--- src/rtl/odc_pkg.sv ---
package odc_pkg;

  localparam int unsigned YearW  = 14;
  localparam int unsigned DoyW   = 9;
  localparam int unsigned MonthW = 4;
  localparam int unsigned MdayW  = 5;
  localparam int unsigned WdayW  = 3;
  localparam int unsigned ErrW   = 2;

  localparam logic [YearW-1:0] YEAR_MAX    = YearW'(9999);
  localparam logic [DoyW-1:0]  DAYS_COMMON = DoyW'(365);

  // floor(x / 25) == (x * RECIP25) >> RECIP_SHIFT for every x below 4096
  localparam logic [10:0] RECIP25     = 11'd1311;
  localparam int unsigned RECIP_SHIFT = 15;
  localparam logic [4:0]  DIV25       = 5'd25;

  typedef enum logic [ErrW-1:0] {
    ERR_NONE = 2'd0,
    ERR_YEAR = 2'd1,
    ERR_DAY  = 2'd2
  } odc_err_e;

  typedef struct packed {
    logic [YearW-1:0] year_value;
    logic [DoyW-1:0]  day_of_year;
  } odc_req_t;

  typedef struct packed {
    logic [MonthW-1:0] month_number;
    logic [MdayW-1:0]  day_of_month;
    logic [WdayW-1:0]  weekday;
    logic              leap_flag;
    logic [ErrW-1:0]   error_code;
  } odc_res_t;

  // Year unit to calendar unit: checked date and weekday day count
  typedef struct packed {
    logic             valid;
    logic             leap;
    odc_err_e         err;
    logic [DoyW-1:0]  doy;
    logic [YearW-1:0] day_sum;
  } odc_mid_t;

  // Days before the first of month m in a common year
  function automatic logic [DoyW-1:0] month_start(input logic [MonthW-1:0] m);
    logic [DoyW-1:0] s;
    case (m)
      4'd1:    s = 9'd0;
      4'd2:    s = 9'd31;
      4'd3:    s = 9'd59;
      4'd4:    s = 9'd90;
      4'd5:    s = 9'd120;
      4'd6:    s = 9'd151;
      4'd7:    s = 9'd181;
      4'd8:    s = 9'd212;
      4'd9:    s = 9'd243;
      4'd10:   s = 9'd273;
      4'd11:   s = 9'd304;
      4'd12:   s = 9'd334;
      default: s = 9'd0;
    endcase
    return s;
  endfunction

endpackage

--- src/rtl/odc_year_unit.sv ---
module odc_year_unit (
  input  logic              clk_i,
  input  logic              rst_ni,
  input  logic              valid_i,
  input  odc_pkg::odc_req_t req_i,
  output odc_pkg::odc_mid_t mid_o
);
  import odc_pkg::*;

  // Stage 1: quotients year/100 and year/400 by reciprocal multiply
  logic [22:0] prod100;
  logic [20:0] prod400;

  logic             s1_valid_q;
  logic [YearW-1:0] s1_year_q;
  logic [DoyW-1:0]  s1_doy_q;
  logic [7:0]       s1_q100_q, s1_q100_d;
  logic [5:0]       s1_q400_q, s1_q400_d;

  always_comb begin
    prod100   = 23'(req_i.year_value[13:2]) * 23'(RECIP25);
    prod400   = 21'(req_i.year_value[13:4]) * 21'(RECIP25);
    s1_q100_d = prod100[22:RECIP_SHIFT];
    s1_q400_d = prod400[20:RECIP_SHIFT];
  end

  always_ff @(posedge clk_i or negedge rst_ni) begin
    if (!rst_ni) begin
      s1_valid_q <= 1'b0;
    end else begin
      s1_valid_q <= valid_i;
    end
  end

  always_ff @(posedge clk_i) begin
    s1_year_q <= req_i.year_value;
    s1_doy_q  <= req_i.day_of_year;
    s1_q100_q <= s1_q100_d;
    s1_q400_q <= s1_q400_d;
  end

  // Stage 2: leap rule, range checks, day count modulo-friendly sum
  logic [11:0]      rem100;
  logic [9:0]       rem400;
  logic             div100, div400, leap;
  logic [DoyW-1:0]  year_len;
  logic [YearW-1:0] prev_year;
  logic [7:0]       q100_prev;
  logic [5:0]       q400_prev;
  odc_err_e         err;
  odc_mid_t         mid_d, mid_q;

  always_comb begin
    rem100    = s1_year_q[13:2] - 12'(s1_q100_q * 12'(DIV25));
    rem400    = s1_year_q[13:4] - 10'(s1_q400_q * 10'(DIV25));
    div100    = (s1_year_q[1:0] == 2'd0) && (rem100 == 12'd0);
    div400    = (s1_year_q[3:0] == 4'd0) && (rem400 == 10'd0);
    leap      = (s1_year_q[1:0] == 2'd0) && (!div100 || div400);
    year_len  = DAYS_COMMON + DoyW'(leap);

    if (s1_year_q == '0 || s1_year_q > YEAR_MAX) begin
      err = ERR_YEAR;
    end else if (s1_doy_q == '0 || s1_doy_q > year_len) begin
      err = ERR_DAY;
    end else begin
      err = ERR_NONE;
    end

    // Quotients of (year - 1) follow from those of year
    prev_year = s1_year_q - YearW'(1);
    q100_prev = s1_q100_q - 8'(div100);
    q400_prev = s1_q400_q - 6'(div400);

    // 365 == 1 mod 7, so the weekday is this sum mod 7
    mid_d.valid   = s1_valid_q;
    mid_d.leap    = leap;
    mid_d.err     = err;
    mid_d.doy     = s1_doy_q;
    mid_d.day_sum = prev_year + YearW'(prev_year[13:2]) - YearW'(q100_prev)
                  + YearW'(q400_prev) + YearW'(s1_doy_q);
  end

  always_ff @(posedge clk_i or negedge rst_ni) begin
    if (!rst_ni) begin
      mid_q <= '0;
    end else begin
      mid_q <= mid_d;
    end
  end

  assign mid_o = mid_q;

endmodule

--- src/rtl/odc_cal_unit.sv ---
module odc_cal_unit (
  input  logic              clk_i,
  input  logic              rst_ni,
  input  odc_pkg::odc_mid_t mid_i,
  output logic              done_o,
  output odc_pkg::odc_res_t res_o
);
  import odc_pkg::*;

  // Stage 3: month search and octal fold of the day count
  logic [MonthW-1:0] month_d, s3_month_q;
  logic [DoyW-1:0]   start_d, s3_start_q;
  logic [DoyW-1:0]   cand;
  logic [4:0]        fold_d, s3_fold_q;
  logic              s3_valid_q, s3_leap_q;
  odc_err_e          s3_err_q;
  logic [DoyW-1:0]   s3_doy_q;

  always_comb begin
    month_d = '0;
    start_d = '0;
    cand    = '0;
    for (int m = 1; m <= 12; m++) begin
      cand = month_start(MonthW'(m)) + ((m >= 3) ? DoyW'(mid_i.leap) : '0);
      if (mid_i.doy > cand) begin
        month_d = MonthW'(m);
        start_d = cand;
      end
    end
    // 8 == 1 mod 7: sum the octal digits
    fold_d = 5'(mid_i.day_sum[2:0]) + 5'(mid_i.day_sum[5:3]) + 5'(mid_i.day_sum[8:6])
           + 5'(mid_i.day_sum[11:9]) + 5'(mid_i.day_sum[13:12]);
  end

  always_ff @(posedge clk_i or negedge rst_ni) begin
    if (!rst_ni) begin
      s3_valid_q <= 1'b0;
    end else begin
      s3_valid_q <= mid_i.valid;
    end
  end

  always_ff @(posedge clk_i) begin
    s3_month_q <= month_d;
    s3_start_q <= start_d;
    s3_fold_q  <= fold_d;
    s3_leap_q  <= mid_i.leap;
    s3_err_q   <= mid_i.err;
    s3_doy_q   <= mid_i.doy;
  end

  // Stage 4: day of month, final mod 7, zero fields on error
  logic [3:0] wsum;
  logic [2:0] wday;
  logic [DoyW-1:0] mday_full;
  odc_res_t   res_d, res_q;
  logic       done_q;

  always_comb begin
    wsum      = 4'(s3_fold_q[4:3]) + 4'(s3_fold_q[2:0]);
    wday      = (wsum >= 4'd7) ? 3'(wsum - 4'd7) : wsum[2:0];
    mday_full = s3_doy_q - s3_start_q;

    res_d.leap_flag  = s3_leap_q;
    res_d.error_code = s3_err_q;
    if (s3_err_q == ERR_NONE) begin
      res_d.month_number = s3_month_q;
      res_d.day_of_month = mday_full[MdayW-1:0];
      res_d.weekday      = wday;
    end else begin
      res_d.month_number = '0;
      res_d.day_of_month = '0;
      res_d.weekday      = '0;
    end
  end

  always_ff @(posedge clk_i or negedge rst_ni) begin
    if (!rst_ni) begin
      done_q <= 1'b0;
    end else begin
      done_q <= s3_valid_q;
    end
  end

  always_ff @(posedge clk_i) begin
    res_q <= res_d;
  end

  assign done_o = done_q;
  assign res_o  = res_q;

endmodule

--- src/rtl/ordinal_date_to_calendar_top.sv ---
// Ordinal date to Gregorian calendar converter. Present a year and a day of the
// year on req_i with start high; since busy never rises, a request is taken on
// every cycle that start is high, one per clock. Each request yields exactly one
// result on res_o, flagged by done_o for a single cycle, in request order. The
// receiver has no way to hold results off, so it must capture res_o whenever
// done_o is high. A request passes through four register stages: reciprocal
// multiply for the /100 and /400 quotients, leap rule and range checks with the
// day-count sum, month search with a mod-7 fold, and the final day-of-month and
// weekday with the output register.
// Errors zero the month, day and weekday fields; leap_flag is always reported.
module ordinal_date_to_calendar_top (
  input  logic              clk_i,
  input  logic              rst_ni,
  input  logic              start,
  output logic              busy,
  input  odc_pkg::odc_req_t req_i,
  output logic              done_o,
  output odc_pkg::odc_res_t res_o
);
  import odc_pkg::*;

  odc_mid_t mid;
  logic     accept;

  // Fully pipelined and never stalled: accept every request
  assign busy   = 1'b0;
  assign accept = start && !busy;

  // Stages 1-2: year arithmetic, leap rule, range checks
  odc_year_unit u_year (
    .clk_i   (clk_i),
    .rst_ni  (rst_ni),
    .valid_i (accept),
    .req_i   (req_i),
    .mid_o   (mid)
  );

  // Stages 3-4: month, day of month, weekday, output register
  odc_cal_unit u_cal (
    .clk_i  (clk_i),
    .rst_ni (rst_ni),
    .mid_i  (mid),
    .done_o (done_o),
    .res_o  (res_o)
  );

endmodule
--- config.mk ---
export PLATFORM = sky130hd
export DESIGN_NAME = ordinal_date_to_calendar_top
export DESIGN_NICKNAME = d
export VERILOG_FILES = /design/src/rtl/odc_pkg.sv /design/src/rtl/odc_year_unit.sv /design/src/rtl/odc_cal_unit.sv /design/src/rtl/ordinal_date_to_calendar_top.sv
export SDC_FILE = /design/constraint.sdc
export NUM_CORES = 1
export LEC_CHECK = 0
export ABC_AREA = 1
export BUFFER_PORTS_ARGS = -buffer_cell sky130_fd_sc_hd__buf_2
export CORE_UTILIZATION = 33
export CTS_CLUSTER_SIZE = 30
export DETAILED_ROUTE_END_ITERATION = 6
export PLACE_DENSITY = 0.48
export SLEW_MARGIN = 20
export SYNTH_ARGS = -nofsm -noshare
export SYNTH_HDL_FRONTEND = slang
export SYNTH_SLANG_ARGS = --single-unit
--- constraint.sdc ---
create_clock -name clk_i -period 8 [get_ports clk_i]
set_clock_uncertainty 0.2 [all_clocks]
set_input_delay 0.4 -clock clk_i [delete_from_list [all_inputs] [get_ports clk_i]]
set_output_delay 0.4 -clock clk_i [all_outputs]
set_load 0.02 [all_outputs]
==> flow_metrics.tcl <==
set metrics [dict create \
    outcome "completed" \
    ant_nets 0 \
    synth_cells 1446 \
    nets 1906 \
    min_period_ps 7340 \
    cts_made_buffers 9 \
    grt_pass1_vias 9365 \
    hold_ws_ps 111 \
    finalCritPeriodShare 0.917 \
    synth-seq-cells 104 \
    synthFlopType "dfxtp_1" \
    cts_tree "yes" \
    htreeDepth 3 \
    synthAdderAreaFrac 0.446 \
    max_stage_delay_ps 570 \
    layout-drive-gt1-share 0.0608 \
    synthTopCellsByCount "inv_1 (328), ha_1 (258), nand2_1 (214), fa_1 (113), nor2_1 (86)" \
    wirelength_mm 26.7 \
    worst_slack_ps 661 \
    wl_per_cell_microns 13.5 \
    hold_depth 1 \
    post_cts_buffers 0 \
    synth_compound_gate_area_share 0.0631 \
    min_path_type "input pin to flip-flop" \
    gp_congestion 0.832 \
    dp_cells 1953 \
    cp.required_ps 8040 \
    cp-end-kind "flip-flop" \
    cp_num_buf_inv 4 \
    syn_nets 1843 \
    synth_area_leaders "ha_1 (26%), fa_1 (18%), dfxtp_1 (12%)" \
    fmax_mhz 136 \
    grt_first_pass_wirelength_mm 45.8 \
    vias 9005 \
    worst_slew_pin_slew_ps 672 \
    yosysWarningCount 0 \
    critPathMaxFanout 5 \
    clock_latency_ps 350 \
    ys_seq_area_frac 0.181 \
    synth_mux_area_frac 0 \
    dp_slack_ps 605 \
    first_pass_iters 5 \
    yosysMostFrequentCell "inv_1" \
    numClockSinks 104 \
    crit_cells 34 \
    hpwl_mm 23.3 \
    criticalPathCategory "flip-flop to flip-flop" \
    ys_types 50 \
    rows 70 \
    slew_headroom 0.552 \
    tns_ps 0 \
    cp_slowest_cell "fa_1" \
    cp_top_family "adder cells" \
    synth.top_cell.area_share 0.262 \
    clk_pin_slew_ps 70 \
    start_kind "flip-flop" \
    cts_hold_repair.buffers 13 \
    rr_worst_depth 34 \
    grt_max_degree 31 \
    core_sq_mm 0.0367 \
    cts_resized 0 \
    syn_area_sq_mm 0.0123 \
    synth-xor-area-share 0.0531 \
    rsz0062_at_grt "false" \
    pin_count 43 \
    die_w_microns 195 \
    hold_viol 0 \
    drc 0 \
    die_y_microns 195 \
    yosysTopAreaCell "ha_1" \
    synth_top_family_by_area "adder cells" \
    instances_no_fill 1982 \
    port_buffers 41 \
    drv_cap 0 \
    setup_viol 0 \
    finalMaxSlewViolations 0 \
    overflow 0 \
    vias_per_cell 4.54 \
    floorplan.initialDensity 0.336 \
    root_buffer "clkbuf_16" \
    synth-edff-count 0 \
    drt_iter0_drc 318 \
    synth_simple_gate_area_frac 0.153 \
    syn_avg_cell_area_sq_um 8.52 \
    async_flop_share 0.288 \
    antenna_found_initial 0 \
    cts.path.max_buffers 2 \
    dieArea_sq_mm 0.0381 \
    grt_use_total 0.150 \
    antenna-diode-count 0 \
    cp.arrival_ps 7380 \
    area_growth_pct 9.99 \
]
-- kinds of logic after synthesis --
family                     Yosys count
DFF                                104
other                                1
adders and majority gates          371
xor gates and xnor gates            70
buffers and inverters              335
AOI/OAI and AO/OA                  138
and+or+nand+nor                    427
-- sequential cells by signal, summed over array words and instances (netlist names), 5 cells and up --
name              flops
u_cal.res_o          15
u_cal.s3_start_q      5
u_year.s1_doy_q       9
u_cal.s3_fold_q       5
u_year.s1_q100_q      8
u_year.s1_q400_q      6
u_year.s1_year_q     14
u_cal.s3_doy_q        5
u_year.mid_o         27
-- routing by layer --
layer,share of wire,vias to the layer above,GRT usage,routed length (microns)
met3,0.018,20,0.0162,471
met4,0.014,0,0.0335,365
met1,0.45,4194,0.183,12100
met5,0,-,0,0
li1,-,4699,-,-
met2,0.52,92,0.281,13800
-- layout by cell type (no fill, tap or decap), drive strengths merged, types with 2 or more instances in the layout --
| cell type | count |
|---|---|
| a21oi | 74 |
| nor2 | 94 |
| nor3b | 2 |
| inv | 333 |
| o21a | 3 |
| fa | 113 |
| nand3b | 3 |
| dfxtp | 74 |
| o21bai | 3 |
| xnor2 | 20 |
| a31oi | 2 |
| o2111ai | 2 |
| clkinv | 3 |
| o21ai | 37 |
| nand3 | 62 |
| a21boi | 2 |
| or2 | 4 |
| nor4 | 2 |
| nand2 | 221 |
| xor2 | 50 |
| o211ai | 3 |
| dlygate4sd3 | 13 |
| clkbuf | 10 |
| ha | 258 |
| nor3 | 13 |
| a21o | 5 |
| buf | 43 |
| dfrtp | 30 |
| nand4 | 24 |
| a211oi | 4 |
-- cell type report --
cell class	instances	area (sq um)
well taps	468	586
fillers	3786	23100
flip-flops and latches	104	2230
clock inverters	6	86.3
repair buffers	56	350
inverters	331	1240
clock buffers	10	239
multi-input cells	1007	8810
-- worst paths after layout --
kind                                      from             endpoint  slack [ps]
setup / recovery           u_year.s1_q100_q[2]     u_year.mid_o[13]         660
hold reg to reg                u_cal.s3_leap_q       u_cal.res_o[2]         130
hold / removal                       req_i[11]  u_year.s1_year_q[2]         110
min in group asynchronous               rst_ni     u_year.mid_o[12]         420
max in group asynchronous               rst_ni     u_year.mid_o[21]        6740
setup reg to reg           u_year.s1_q100_q[2]     u_year.mid_o[13]         660
-- metrics by stage --
step	utilization	instance area (sq um)
after floorplan	-	12300
final	0.369	13600
after detailed placement	0.357	13100
after CTS	0.369	13600
after global placement	0.357	13100
after global routing	0.369	13600
Power is not shown: default switching activity piles up to over one toggle a cycle in this logic, so the estimate is an artifact.
